File: src/rtl/windowed_mean_variance_core_macros.svh
// ----------------------------------------------------------------------------
// Windowed mean/variance core: assertion macros
// Concurrent check wrappers, removed when SYNTHESIS is defined.
// ----------------------------------------------------------------------------
`ifndef WINDOWED_MEAN_VARIANCE_CORE_MACROS_SVH
`define WINDOWED_MEAN_VARIANCE_CORE_MACROS_SVH

`ifndef SYNTHESIS
// same-cycle implication
`define WMV_ASSERT_SAME(label, clk, rst, ante, cons, msg) \
   label: assert property (@(posedge clk) disable iff (rst) (ante) |-> (cons)) \
      else $error(msg);
// next-cycle implication
`define WMV_ASSERT_NEXT(label, clk, rst, ante, cons, msg) \
   label: assert property (@(posedge clk) disable iff (rst) (ante) |=> (cons)) \
      else $error(msg);
`else
`define WMV_ASSERT_SAME(label, clk, rst, ante, cons, msg)
`define WMV_ASSERT_NEXT(label, clk, rst, ante, cons, msg)
`endif

`endif

File: src/rtl/wmv_pkg.sv
// ----------------------------------------------------------------------------
// wmv_pkg
// Shared widths, limits, sequencer states and control struct.
// ----------------------------------------------------------------------------
`default_nettype none

package wmv_pkg;

   // port widths
   localparam int LEVEL_W  = 10;
   localparam int MEAN_W   = 10;
   localparam int SPREAD_W = 18;
   localparam int DEV_W    = 10;

   // result limits
   localparam int unsigned MEAN_MAX   = 1023;
   localparam int unsigned SPREAD_MAX = 262143;

   // root of an 18-bit value has 9 bits
   localparam int ROOT_BITS = SPREAD_W / 2;
   // compare-subtract unit width: covers the root trial remainder
   localparam int CSU_W = ROOT_BITS + 3;

   // parameter defaults
   localparam int WINDOW_DEF     = 7;
   localparam int LEVEL_BITS_DEF = 10;

   typedef enum logic [2:0] {
      ST_IDLE,
      ST_MEAN,
      ST_SQUARE,
      ST_VAR,
      ST_ROOT_LOAD,
      ST_ROOT,
      ST_FINISH
   } wmv_state_type;

   typedef struct packed {
      logic accept;     // input transfer, ring update
      logic mean_calc;  // capture total / WINDOW as mean, clear accumulator
      logic sq_mul;     // square current ring head, rotate ring
      logic sq_acc;     // add registered square into accumulator
      logic var_calc;   // capture square sum / WINDOW
      logic root_load;  // capture spread, start root
      logic root_step;  // one root digit step
      logic finish;     // load result register
   } wmv_ctrl_type;

endpackage

`default_nettype wire

File: src/rtl/windowed_mean_variance_core.sv
// ----------------------------------------------------------------------------
// windowed_mean_variance_core
// Mean, variance and root of variance over a sliding window of level values.
// ----------------------------------------------------------------------------
//  channel | ports                                  | dir | handshake
//  --------+----------------------------------------+-----+-----------------
//  request | req_level                              | in  | req_valid/ready
//  result  | rsp_mean, rsp_spread, rsp_deviation    | out | rsp_valid/ready
//
//  Per item the sequencer steps through the transfer, the mean, the square
//  sweep over the window, the variance, the root load, 9 root digit steps
//  and the result load, and takes the next level only after that load. Both
//  divides by WINDOW are reciprocal multiplications.
//  Reset clears the window, total and held level; no clearing pass.
//  A finished result waits in the output register; the next item is taken
//  meanwhile and only the final load stalls on a full output register.
// ----------------------------------------------------------------------------
`default_nettype none
`include "windowed_mean_variance_core_macros.svh"

module windowed_mean_variance_core #(
   parameter int WINDOW     = wmv_pkg::WINDOW_DEF,
   parameter int LEVEL_BITS = wmv_pkg::LEVEL_BITS_DEF
) (
   input  wire logic                          clock,
   input  wire logic                          reset,
   input  wire logic                          req_valid,
   output logic                               req_ready,
   input  wire logic [wmv_pkg::LEVEL_W-1:0]   req_level,
   output logic                               rsp_valid,
   input  wire logic                          rsp_ready,
   output logic      [wmv_pkg::MEAN_W-1:0]    rsp_mean,
   output logic      [wmv_pkg::SPREAD_W-1:0]  rsp_spread,
   output logic      [wmv_pkg::DEV_W-1:0]     rsp_deviation
);
   import wmv_pkg::*;

   localparam int TOTAL_BITS  = LEVEL_BITS + $clog2(WINDOW);
   localparam int SQ_BITS     = 2 * LEVEL_BITS + $clog2(WINDOW);
   localparam int SQR_W       = 2 * LEVEL_BITS;
   localparam int WIN_BITS    = $clog2(WINDOW);
   localparam int LVL_EXT_W   = (LEVEL_BITS > LEVEL_W) ? LEVEL_BITS : LEVEL_W;
   localparam int MEAN_EXT_W  = (LEVEL_BITS > MEAN_W) ? LEVEL_BITS : MEAN_W;
   localparam int VAR_EXT_W   = (SQR_W > SPREAD_W) ? SQR_W : SPREAD_W;

   // x / WINDOW as (x * ceil(2^s / WINDOW)) >> s, exact for every x of the
   // given width when s is that width plus clog2(WINDOW)
   localparam int MEAN_SHIFT  = TOTAL_BITS + WIN_BITS;
   localparam int MEAN_PROD_W = 2 * TOTAL_BITS + 1;
   localparam longint unsigned MEAN_RCP =
      ((64'd1 << MEAN_SHIFT) + 64'(WINDOW - 1)) / 64'(WINDOW);
   localparam int VAR_SHIFT   = SQ_BITS + WIN_BITS;
   localparam int VAR_PROD_W  = 2 * SQ_BITS + 1;
   localparam longint unsigned VAR_RCP =
      ((64'd1 << VAR_SHIFT) + 64'(WINDOW - 1)) / 64'(WINDOW);

   wmv_ctrl_type              ctrl;
   logic                      out_free;

   logic [LVL_EXT_W-1:0]      level_ext;
   logic [LEVEL_BITS-1:0]     level_in;
   logic [LEVEL_BITS-1:0]     head;
   logic [TOTAL_BITS-1:0]     total;

   logic [MEAN_PROD_W-1:0]    mean_prod;
   logic [LEVEL_BITS-1:0]     mean_q;
   logic [VAR_PROD_W-1:0]     var_prod;
   logic [SQR_W-1:0]          var_q;
   logic [SQR_W-1:0]          var_ff;
   logic [CSU_W-1:0]          rem_ff;
   logic [CSU_W-1:0]          rem_in;
   logic [LEVEL_BITS-1:0]     mean_ff;
   logic [LEVEL_BITS-1:0]     delta;
   logic [SQR_W-1:0]          sq_ff;
   logic [SQR_W-1:0]          sq_in;
   logic [SQ_BITS-1:0]        acc_ff;
   logic [SQ_BITS-1:0]        acc_in;
   logic [SPREAD_W-1:0]       spread_ff;
   logic [SPREAD_W-1:0]       spread_sat;
   logic [VAR_EXT_W-1:0]      var_ext;
   logic [SPREAD_W-1:0]       rad_ff;
   logic [ROOT_BITS-1:0]      root_ff;
   logic [MEAN_EXT_W-1:0]     mean_ext;
   logic [MEAN_W-1:0]         mean_sat;

   logic [CSU_W-1:0]          opa;
   logic [CSU_W-1:0]          opb;
   logic [CSU_W-1:0]          diff;
   logic                      ge;

   logic                      rsp_valid_ff;
   logic                      rsp_valid_in;
   logic [MEAN_W-1:0]         rsp_mean_ff;
   logic [SPREAD_W-1:0]       rsp_spread_ff;
   logic [DEV_W-1:0]          rsp_dev_ff;

   logic [19:0]               dev_sq;
   logic [19:0]               dev_up_sq;

   assign out_free = ~rsp_valid_ff | rsp_ready;

   wmv_ctrl #(
      .WINDOW (WINDOW)
   ) u_ctrl (
      .clock     (clock),
      .reset     (reset),
      .req_valid (req_valid),
      .out_free  (out_free),
      .req_ready (req_ready),
      .ctrl      (ctrl)
   );

   // only the low LEVEL_BITS of the level are kept
   assign level_ext = LVL_EXT_W'(req_level);
   assign level_in  = level_ext[LEVEL_BITS-1:0];

   wmv_window #(
      .WINDOW     (WINDOW),
      .LEVEL_BITS (LEVEL_BITS)
   ) u_window (
      .clock     (clock),
      .reset     (reset),
      .shift_en  (ctrl.accept),
      .rotate_en (ctrl.sq_mul),
      .level_in  (level_in),
      .head      (head),
      .total     (total)
   );

   // root digit trial: remainder with next two radicand bits against 4*root+1
   assign opa = {rem_ff[CSU_W-3:0], rad_ff[SPREAD_W-1 -: 2]};
   assign opb = CSU_W'({root_ff, 2'b01});

   wmv_csu u_csu (
      .opa  (opa),
      .opb  (opb),
      .diff (diff),
      .ge   (ge)
   );

   assign mean_prod = MEAN_PROD_W'(total) * MEAN_PROD_W'(MEAN_RCP);
   assign mean_q    = mean_prod[MEAN_SHIFT +: LEVEL_BITS];
   assign var_prod  = VAR_PROD_W'(acc_ff) * VAR_PROD_W'(VAR_RCP);
   assign var_q     = var_prod[VAR_SHIFT +: SQR_W];

   assign delta  = (head >= mean_ff) ? (head - mean_ff) : (mean_ff - head);
   assign sq_in  = SQR_W'(delta) * SQR_W'(delta);
   assign acc_in = acc_ff + SQ_BITS'(sq_ff);

   always_comb begin
      rem_in = rem_ff;
      if (ctrl.root_load) begin
         rem_in = '0;
      end else if (ctrl.root_step) begin
         rem_in = ge ? diff : opa;
      end
   end

   assign var_ext    = VAR_EXT_W'(var_ff);
   assign spread_sat = (var_ext > VAR_EXT_W'(SPREAD_MAX)) ? SPREAD_W'(SPREAD_MAX)
                                                          : var_ext[SPREAD_W-1:0];
   assign mean_ext   = MEAN_EXT_W'(mean_ff);
   assign mean_sat   = (mean_ext > MEAN_EXT_W'(MEAN_MAX)) ? MEAN_W'(MEAN_MAX)
                                                          : mean_ext[MEAN_W-1:0];

   always_ff @(posedge clock) begin
      rem_ff <= rem_in;
      if (ctrl.mean_calc) begin
         mean_ff <= mean_q;
         acc_ff  <= '0;
      end else if (ctrl.sq_acc) begin
         acc_ff <= acc_in;
      end
      if (ctrl.sq_mul) begin
         sq_ff <= sq_in;
      end
      if (ctrl.var_calc) begin
         var_ff <= var_q;
      end
      if (ctrl.root_load) begin
         spread_ff <= spread_sat;
         rad_ff    <= spread_sat;
         root_ff   <= '0;
      end else if (ctrl.root_step) begin
         rad_ff  <= {rad_ff[SPREAD_W-3:0], 2'b00};
         root_ff <= {root_ff[ROOT_BITS-2:0], ge};
      end
   end

   // result register
   assign rsp_valid_in = ctrl.finish | (rsp_valid_ff & ~rsp_ready);

   always_ff @(posedge clock) begin
      if (reset) begin
         rsp_valid_ff <= 1'b0;
      end else begin
         rsp_valid_ff <= rsp_valid_in;
      end
   end

   always_ff @(posedge clock) begin
      if (ctrl.finish) begin
         rsp_mean_ff   <= mean_sat;
         rsp_spread_ff <= spread_ff;
         rsp_dev_ff    <= DEV_W'(root_ff);
      end
   end

   assign rsp_valid     = rsp_valid_ff;
   assign rsp_mean      = rsp_mean_ff;
   assign rsp_spread    = rsp_spread_ff;
   assign rsp_deviation = rsp_dev_ff;

   assign dev_sq    = 20'(rsp_deviation) * 20'(rsp_deviation);
   assign dev_up_sq = (20'(rsp_deviation) + 20'd1) * (20'(rsp_deviation) + 20'd1);

   `WMV_ASSERT_NEXT(a_busy_after_accept, clock, reset, req_valid && req_ready, !req_ready, "busy")
   `WMV_ASSERT_SAME(a_rsp_from_finish, clock, reset, $rose(rsp_valid), $past(ctrl.finish), "load")
   `WMV_ASSERT_SAME(a_root_floor, clock, reset, rsp_valid, (dev_sq <= 20'(rsp_spread)) && (dev_up_sq > 20'(rsp_spread)), "root")

endmodule

`default_nettype wire

File: src/rtl/wmv_csu.sv
// ----------------------------------------------------------------------------
// wmv_csu
// Single compare-subtract unit used by every root digit step.
// ----------------------------------------------------------------------------
`default_nettype none

module wmv_csu (
   input  wire logic [wmv_pkg::CSU_W-1:0] opa,
   input  wire logic [wmv_pkg::CSU_W-1:0] opb,
   output logic      [wmv_pkg::CSU_W-1:0] diff,
   output logic                           ge
);
   import wmv_pkg::*;

   logic [CSU_W:0] full;

   assign full = {1'b0, opa} - {1'b0, opb};
   assign diff = full[CSU_W-1:0];
   assign ge   = ~full[CSU_W];

endmodule

`default_nettype wire

File: src/rtl/wmv_window.sv
// ----------------------------------------------------------------------------
// wmv_window
// Window store as a shift line with running total and held level.
// ----------------------------------------------------------------------------
`default_nettype none

module wmv_window #(
   parameter int WINDOW     = wmv_pkg::WINDOW_DEF,
   parameter int LEVEL_BITS = wmv_pkg::LEVEL_BITS_DEF
) (
   input  wire logic                                  clock,
   input  wire logic                                  reset,
   input  wire logic                                  shift_en,
   input  wire logic                                  rotate_en,
   input  wire logic [LEVEL_BITS-1:0]                 level_in,
   output logic      [LEVEL_BITS-1:0]                 head,
   output logic      [LEVEL_BITS+$clog2(WINDOW)-1:0]  total
);
   import wmv_pkg::*;

   localparam int TOTAL_BITS = LEVEL_BITS + $clog2(WINDOW);

   logic [LEVEL_BITS-1:0] ring_ff [WINDOW];
   logic [LEVEL_BITS-1:0] ring_in;
   logic [LEVEL_BITS-1:0] held_ff;
   logic [TOTAL_BITS-1:0] total_ff;
   logic [TOTAL_BITS-1:0] total_in;

   // oldest entry sits at the far end of the line
   assign head     = ring_ff[WINDOW-1];
   assign total    = total_ff;
   assign ring_in  = shift_en ? held_ff : ring_ff[WINDOW-1];
   assign total_in = total_ff - TOTAL_BITS'(ring_ff[WINDOW-1]) + TOTAL_BITS'(held_ff);

   always_ff @(posedge clock) begin
      if (reset) begin
         for (int i = 0; i < WINDOW; i++) begin
            ring_ff[i] <= '0;
         end
         held_ff  <= '0;
         total_ff <= '0;
      end else begin
         if (shift_en || rotate_en) begin
            ring_ff[0] <= ring_in;
            for (int i = 1; i < WINDOW; i++) begin
               ring_ff[i] <= ring_ff[i-1];
            end
         end
         if (shift_en) begin
            held_ff  <= level_in;
            total_ff <= total_in;
         end
      end
   end

endmodule

`default_nettype wire

File: src/rtl/wmv_ctrl.sv
// ----------------------------------------------------------------------------
// wmv_ctrl
// Sequencer: steps through mean, squares, variance and the root digits.
// ----------------------------------------------------------------------------
`default_nettype none

module wmv_ctrl #(
   parameter int WINDOW = wmv_pkg::WINDOW_DEF
) (
   input  wire logic                  clock,
   input  wire logic                  reset,
   input  wire logic                  req_valid,
   input  wire logic                  out_free,
   output logic                       req_ready,
   output wmv_pkg::wmv_ctrl_type      ctrl
);
   import wmv_pkg::*;

   localparam int CNT_W = $clog2(WINDOW + ROOT_BITS + 1);

   wmv_state_type     state_ff;
   wmv_state_type     state_in;
   logic [CNT_W-1:0]  cnt_ff;
   logic [CNT_W-1:0]  cnt_in;
   logic              last_sq;
   logic              last_root;

   assign last_sq   = (cnt_ff == CNT_W'(WINDOW));
   assign last_root = (cnt_ff == CNT_W'(ROOT_BITS - 1));

   always_comb begin
      state_in = state_ff;
      case (state_ff)
         ST_IDLE:      if (req_valid) state_in = ST_MEAN;
         ST_MEAN:      state_in = ST_SQUARE;
         ST_SQUARE:    if (last_sq) state_in = ST_VAR;
         ST_VAR:       state_in = ST_ROOT_LOAD;
         ST_ROOT_LOAD: state_in = ST_ROOT;
         ST_ROOT:      if (last_root) state_in = ST_FINISH;
         ST_FINISH:    if (out_free) state_in = ST_IDLE;
         default:      state_in = ST_IDLE;
      endcase
   end

   // step counter restarts whenever a phase ends
   always_comb begin
      cnt_in = '0;
      case (state_ff)
         ST_SQUARE:   if (!last_sq)   cnt_in = cnt_ff + 1'b1;
         ST_ROOT:     if (!last_root) cnt_in = cnt_ff + 1'b1;
         default:     cnt_in = '0;
      endcase
   end

   always_comb begin
      ctrl      = '0;
      req_ready = 1'b0;
      case (state_ff)
         ST_IDLE: begin
            req_ready   = ~reset;
            ctrl.accept = req_valid & ~reset;
         end
         ST_MEAN:      ctrl.mean_calc = 1'b1;
         ST_SQUARE: begin
            ctrl.sq_mul = (cnt_ff < CNT_W'(WINDOW));
            ctrl.sq_acc = (cnt_ff != '0);
         end
         ST_VAR:       ctrl.var_calc  = 1'b1;
         ST_ROOT_LOAD: ctrl.root_load = 1'b1;
         ST_ROOT:      ctrl.root_step = 1'b1;
         ST_FINISH:    ctrl.finish    = out_free;
         default:      ctrl = '0;
      endcase
   end

   always_ff @(posedge clock) begin
      if (reset) begin
         state_ff <= ST_IDLE;
         cnt_ff   <= '0;
      end else begin
         state_ff <= state_in;
         cnt_ff   <= cnt_in;
      end
   end

endmodule

`default_nettype wire
File: config.mk
export PLATFORM = sky130hd
export DESIGN_NAME = windowed_mean_variance_core
export DESIGN_NICKNAME = d
export VERILOG_FILES = /design/src/rtl/wmv_pkg.sv /design/src/rtl/windowed_mean_variance_core.sv /design/src/rtl/wmv_csu.sv /design/src/rtl/wmv_window.sv /design/src/rtl/wmv_ctrl.sv
export VERILOG_INCLUDE_DIRS = /design/src /design/src/rtl
export SDC_FILE = /design/constraint.sdc
export NUM_CORES = 1
export LEC_CHECK = 0
export BUFFER_PORTS_ARGS = -buffer_cell sky130_fd_sc_hd__clkbuf_2
export CAP_MARGIN = 20
export CORE_MARGIN = 5
export CORE_UTILIZATION = 40
export CTS_CLUSTER_SIZE = 20
export DETAILED_ROUTE_END_ITERATION = 8
export PLACE_DENSITY = 0.55
export SLEW_MARGIN = 30
export SYNTH_ARGS = -nofsm -noshare
export SYNTH_HDL_FRONTEND = slang
export SYNTH_HIERARCHICAL = 1
export SYNTH_SLANG_ARGS = --single-unit
File: constraint.sdc
create_clock -name clock -period 10 [get_ports clock]
set_input_delay 2 -clock clock [delete_from_list [all_inputs] [get_ports clock]]
set_output_delay 2 -clock clock [all_outputs]
set_load 0.01 [all_outputs]
==> results of run 1 <==
## how the worst max path moves through the flow
stage                                         startpoint                  end  slack [ns]
finish              u_window/ring_ff[3][0]$_SDFFCE_PP0P_  sq_ff[19]$_DFFE_PP_        1.80
global route        u_window/ring_ff[3][0]$_SDFFCE_PP0P_  sq_ff[19]$_DFFE_PP_        1.34
CTS                 u_window/ring_ff[3][0]$_SDFFCE_PP0P_  sq_ff[19]$_DFFE_PP_        1.83
detailed placement  u_window/ring_ff[3][0]$_SDFFCE_PP0P_  sq_ff[19]$_DFFE_PP_        1.89
global placement    u_window/ring_ff[3][0]$_SDFFCE_PP0P_  sq_ff[19]$_DFFE_PP_        2.06
floorplan           u_window/ring_ff[3][0]$_SDFFCE_PP0P_  sq_ff[19]$_DFFE_PP_        2.62
## cell type report
type,instances,area [um^2]
clock inverter,22,244
tap,765,957
clock buffer,40,905
sequential,266,7250
inverter,398,1490
fill,5443,32200
timing repair buffer,61,328
multi-input combinational,1466,14400
## per-stage QoR
stage	setup slack, ns	cell area, um^2
2_1_floorplan	2.62	23400
3_3_place_gp	2.06	24400
3_5_place_dp	1.89	24400
4_1_cts	1.83	25600
5_1_grt	1.34	25600
6_report	1.80	25600
## metal layers
layer	part of all wire	GRT usage	vias to the layer above
met5	0	0	-
met4	0.021	0.0379	0
met3	0.032	0.0250	56
met2	0.49	0.259	129
met1	0.46	0.191	7268
li1	-	-	7474
## state kept, by name, indices dropped and copies added (netlist names)
| name | flops |
|---|---|
| var_ext | 20 |
| mean_ext | 10 |
| root_ff | 9 |
| acc_ff | 23 |
| rsp_deviation | 9 |
| sq_ff | 19 |
| u_window/held_ff | 10 |
| rem_ff | 10 |
| u_ctrl/cnt_ff | 5 |
| rad_ff | 18 |
| spread_ff | 18 |
| u_window/total | 13 |
| rsp_mean | 10 |
| rsp_valid | 1 |
| rsp_spread | 18 |
| u_window/ring_ff | 70 |
| u_ctrl/state_ff | 3 |
## worst register-to-register path, delay by kind of cell, from the launching register on
kind	cells	cell delay (ns)
buffers and inverters	5	0.29
multiplexers	1	0.37
AND/OR/NAND/NOR	4	0.83
adder cells (fa/ha/maj)	8	3.40
AO/OA/AOI/OAI	12	2.60
flip-flops	1	0.45
==> results.txt, run 1 <==
----------------------------------------------------
[Global route]
  Largest net degree at the start of global routing ... 57
  Leftover overflow at the end of global routing ... 0
  All-layer global routing usage ... 0.148
  Antenna violations before repair ... 0
  Vias in the first global route ... 15679
  Wire length of the first global-routing pass ... 77800 um

[Timing]
  Layout Skew ... 0.0135 ns
  Smallest hold slack ... 0.417 ns
  Pins over their slew limit ... 0
  Count of endpoints failing hold in the final timing report ... 0
  Worst Max-Slew Pin Slew ... 0.818 ns
  Upper clock frequency limit ... 122 MHz
  Unrepaired setup endpoints after global routing ... false
  Worst slew margin relative to its limit ... 0.441
  Final sum of negative setup slack ... 0 ns
  Setup violations, final ... 0
  Fin crit period ... 8.20 ns
  Final worst path period share ... 0.820

[Floorplan]
  Number of standard-cell rows in the floorplan ... 88
  Number of I/O pins ... 54
  Overall die height ... 252 um
  Total Die Area ... 63300 um^2
  Initial core utilization ... 0.404
  Die X ... 252 um
  Area of the core ... 57800 um^2

[Min path]
  Kind of path behind the tightest hold check ... flop to flop
  Worst hold stages ... 0
  Min-Delay Endpoint ... rsp_spread[9]$_DFFE_PP_
  Worst Hold Launch ... spread_ff[9]$_DFFE_PP_

[Clock network]
  Resized Gates After CTS ... 0
  H-tree depth ... 2
  Clock-pin slew on the worst setup and hold paths ... 0.06 ns
  Buffer levels on the longest clock path ... 3
  Count of clock tree sinks ... 266
  CTS tree ... built
  Number of buffers created by CTS ... 35
  Number of buffers inserted for hold repair after clock tree synthesis ... 0
  Post-CTS repair timing setup buffer count ... 0
  Clock latency on the worst-skew pair ... 0.54 ns
  CTS root buf ... sky130_fd_sc_hd__clkbuf_16

[Detailed routing]
  Total number of vias ... 14927
  Total wire length after detailed routing ... 46400 um
  Number of vias per cell ... 4.95
  Drt wl/cell ... 15.4 um
  Antenna Violating Nets Remaining ... 0
  Total DRC errors in the routed layout ... 0
  Starting DRT DRC Count ... 570
  Drt first pass iters ... 5

[Synth]
  YS warnings ... 6
  Syn Inst Count ... 2182
  Post-synthesis instance area ... 23400 um^2
  Synth Area per Inst ... 10.7 um^2

[Status]
  Run status ... complete, no violations

[Cells and area]
  Area grow syn2layout ... 9.49%
  # nets final ... 2800
  Antenna cell count ... 0
  Fraction of final layout cells with drive strength greater than 1 ... 0.0830
  Core Util, Final ... 0.443
  Most common library cell in the layout ignoring fill and taps ... sky130_fd_sc_hd__inv_1
  Leading cell types in the layout, fill and taps excluded ... sky130_fd_sc_hd__inv_1, sky130_fd_sc_hd__ha_1, sky130_fd_sc_hd__edfxtp_1, sky130_fd_sc_hd__fa_1, sky130_fd_sc_hd__nor2_1
  Final cell count without fillers ... 3018

[Placed design]
  Number of port buffers ... 52
  Global placement routability congestion ... 0.814
  Post-Place Cells ... 2956
  Post-detailed-placement half-perimeter wirelength ... 36900 um

[Critical path]
  Flop2flop setup slack ... 1.80 ns
  Path depth of the worst reg2reg path ... 30
  Largest incremental delay on the critical path ... 0.55 ns
  Crit path max-delay family ... adder cells
  Crit-path slowest cell ... sky130_fd_sc_hd__fa_1
  RR Endpoint ... sq_ff[19]$_DFFE_PP_
  Nature of the critical path endpoint ... flop
  Required time of the worst setup path ... 10.26 ns
  Arrival time at the worst endpoint ... 8.46 ns
  Startpoint type of the worst setup path ... flop
  Cell repeated most along the worst path ... sky130_fd_sc_hd__fa_1
  Stages on worst setup path ... 30
  Launch instance of the worst register-to-register path ... u_window/ring_ff[3][0]$_SDFFCE_PP0P_
  Total buffers and inverters traversed by the critical path ... 5
  Crit path max fanout ... 13
  Crit path kind ... flop to flop

[Run]
  Maximum Capacitance Violations ... 0

----------------------------------------------------
Power of run 1 is not shown: default switching activity piles up to over one toggle a cycle in this logic, so the estimate is an artifact.
==> inputs of run 2 (changes only) <==
ABC_AREA = 1   (was not set)
clock period = 7.96 ns   (was 10 ns; I/O delays follow)
==> results.txt, run 2 <==
----------------------------------------------------
[Critical path]
  Launch instance of the worst register-to-register path ... u_window/ring_ff[3][0]$_SDFFCE_PP0P_
  Crit path max fanout ... 7
  Nature of the critical path endpoint ... flop
  Arrival time at the worst endpoint ... 7.25 ns
  Crit-path slowest cell ... sky130_fd_sc_hd__fa_1
  RR Endpoint ... sq_ff[14]$_DFFE_PP_
  Cell repeated most along the worst path ... sky130_fd_sc_hd__inv_1
  Largest incremental delay on the critical path ... 0.55 ns
  Crit path kind ... flop to flop
  Path depth of the worst reg2reg path ... 27
  Startpoint type of the worst setup path ... flop
  Flop2flop setup slack ... 1.03 ns
  Required time of the worst setup path ... 8.29 ns

[Synth]
  Syn Inst Count ... 2947
  YS warnings ... 6
  Post-synthesis instance area ... 25300 um^2
  Synth Area per Inst ... 8.59 um^2

[Global route]
  Vias in the first global route ... 19464
  Antenna violations before repair ... 1
  Wire length of the first global-routing pass ... 99300 um
  Leftover overflow at the end of global routing ... 0
  Largest net degree at the start of global routing ... 61
  All-layer global routing usage ... 0.178

[Floorplan]
  Number of standard-cell rows in the floorplan ... 92
  Number of I/O pins ... 54
  Overall die height ... 262 um
  Total Die Area ... 68400 um^2
  Area of the core ... 62900 um^2
  Die X ... 262 um
  Initial core utilization ... 0.403

[Status]
  Run status ... complete, no violations

[Placed design]
  Number of port buffers ... 52
  Post-Place Cells ... 3810
  Cell area reported after detailed placement ... 26500 um^2
  Post-detailed-placement half-perimeter wirelength ... 49700 um
  Global placement routability congestion ... 0.888

[Cells and area]
  Final cell count without fillers ... 3864
  Most common library cell in the layout ignoring fill and taps ... sky130_fd_sc_hd__inv_1
  Finished layout cell area ... 27400 um^2
  Register containing the most flip-flops in the final layout ... u_window/ring_ff
  Antenna cell count ... 0
  Max reg flops ... 70
  Leading cell types in the layout, fill and taps excluded ... sky130_fd_sc_hd__inv_1, sky130_fd_sc_hd__nand2_1, sky130_fd_sc_hd__ha_1, sky130_fd_sc_hd__nor2_1, sky130_fd_sc_hd__edfxtp_1
  # nets final ... 3567
  Fraction of final layout cells with drive strength greater than 1 ... 0.0683
  Area grow syn2layout ... 8.40%

[Clock network]
  H-tree depth ... 1
  Clock-pin slew on the worst setup and hold paths ... 0.07 ns
  Post-CTS repair timing setup buffer count ... 0
  CTS root buf ... sky130_fd_sc_hd__clkbuf_16
  Number of buffers created by CTS ... 29
  Resized Gates After CTS ... 0
  Buffer levels on the longest clock path ... 3
  Clock latency on the worst-skew pair ... 0.58 ns
  Number of buffers inserted for hold repair after clock tree synthesis ... 0
  CTS tree ... built
  Count of clock tree sinks ... 266

[Timing]
  Layout Skew ... 0.0168 ns
  Count of endpoints failing hold in the final timing report ... 0
  Final sum of negative setup slack ... 0 ns
  Pins over their slew limit ... 0
  Upper clock frequency limit ... 144 MHz
  Final worst path period share ... 0.870
  Worst Max-Slew Pin Slew ... 0.823 ns
  Worst slew margin relative to its limit ... 0.451
  Fin crit period ... 6.93 ns
  Setup violations, final ... 0
  Unrepaired setup endpoints after global routing ... false

[Detailed routing]
  Antenna Violating Nets Remaining ... 0
  Total DRC errors in the routed layout ... 0
  Total wire length after detailed routing ... 59800 um
  Drt wl/cell ... 15.5 um
  Total number of vias ... 18706
  Number of vias per cell ... 4.84
  Starting DRT DRC Count ... 991
  Drt first pass iters ... 5

[Run]
  Maximum Capacitance Violations ... 0

[Min path]
  Min-Delay Endpoint ... rsp_spread[17]$_DFFE_PP_
  Worst hold stages ... 0
  Kind of path behind the tightest hold check ... flop to flop
  Worst Hold Launch ... spread_ff[17]$_DFFE_PP_

----------------------------------------------------
[run 2: how the worst max path moves through the flow]
| stage | from | endpoint | cells after the start |
|---|---|---|---|
| 6_report | u_window/ring_ff[3][0]$_SDFFCE_PP0P_ | sq_ff[14]$_DFFE_PP_ | 27 |
| 5_1_grt | u_window/ring_ff[3][0]$_SDFFCE_PP0P_ | sq_ff[14]$_DFFE_PP_ | 27 |
| 4_1_cts | u_window/ring_ff[3][0]$_SDFFCE_PP0P_ | sq_ff[14]$_DFFE_PP_ | 29 |
| 3_5_place_dp | u_window/ring_ff[3][0]$_SDFFCE_PP0P_ | sq_ff[14]$_DFFE_PP_ | 29 |
| 3_3_place_gp | u_window/ring_ff[3][0]$_SDFFCE_PP0P_ | sq_ff[14]$_DFFE_PP_ | 27 |
| 2_1_floorplan | u_window/ring_ff[3][0]$_SDFFCE_PP0P_ | sq_ff[14]$_DFFE_PP_ | 30 |
[run 2: cell type report]
class | instances | area [um^2]
clock buffer | 33 | 741
sequential | 266 | 7250
multi-input combinational | 1960 | 15300
inverter | 678 | 2540
tap | 846 | 1060
clock inverter | 21 | 173
timing repair buffer | 60 | 320
fill | 6421 | 35400
[run 2: metrics by stage]
stage               setup WS, ns  hold WS (ns)  utilization
CTS                         1.08         0.420        0.436
finish                      1.03         0.418        0.436
detailed placement          1.11         0.406        0.422
floorplan                   1.74         0.400            -
global placement            1.21         0.402        0.422
global route               0.589         0.427        0.436
[run 2: per-layer routing]
metal  wire, um  vias up  track usage
met4       1010        0       0.0350
met1      27700     8907        0.238
met5          0        -            0
met3       1940       60       0.0185
li1           -     9487            -
met2      29100      252        0.316
[run 2: worst max-delay path: cells and delay by family (launching register included)]
kind / cells / cell delay, ns
adders and majority gates: 8 / 3.45
AOI/OAI and AO/OA: 5 / 1.12
and+or+nand+nor: 6 / 0.76
buffers and inverters: 7 / 0.62
DFF: 1 / 0.46
xor gates and xnor gates: 1 / 0.26
Power of run 2 is left out for the same reason.
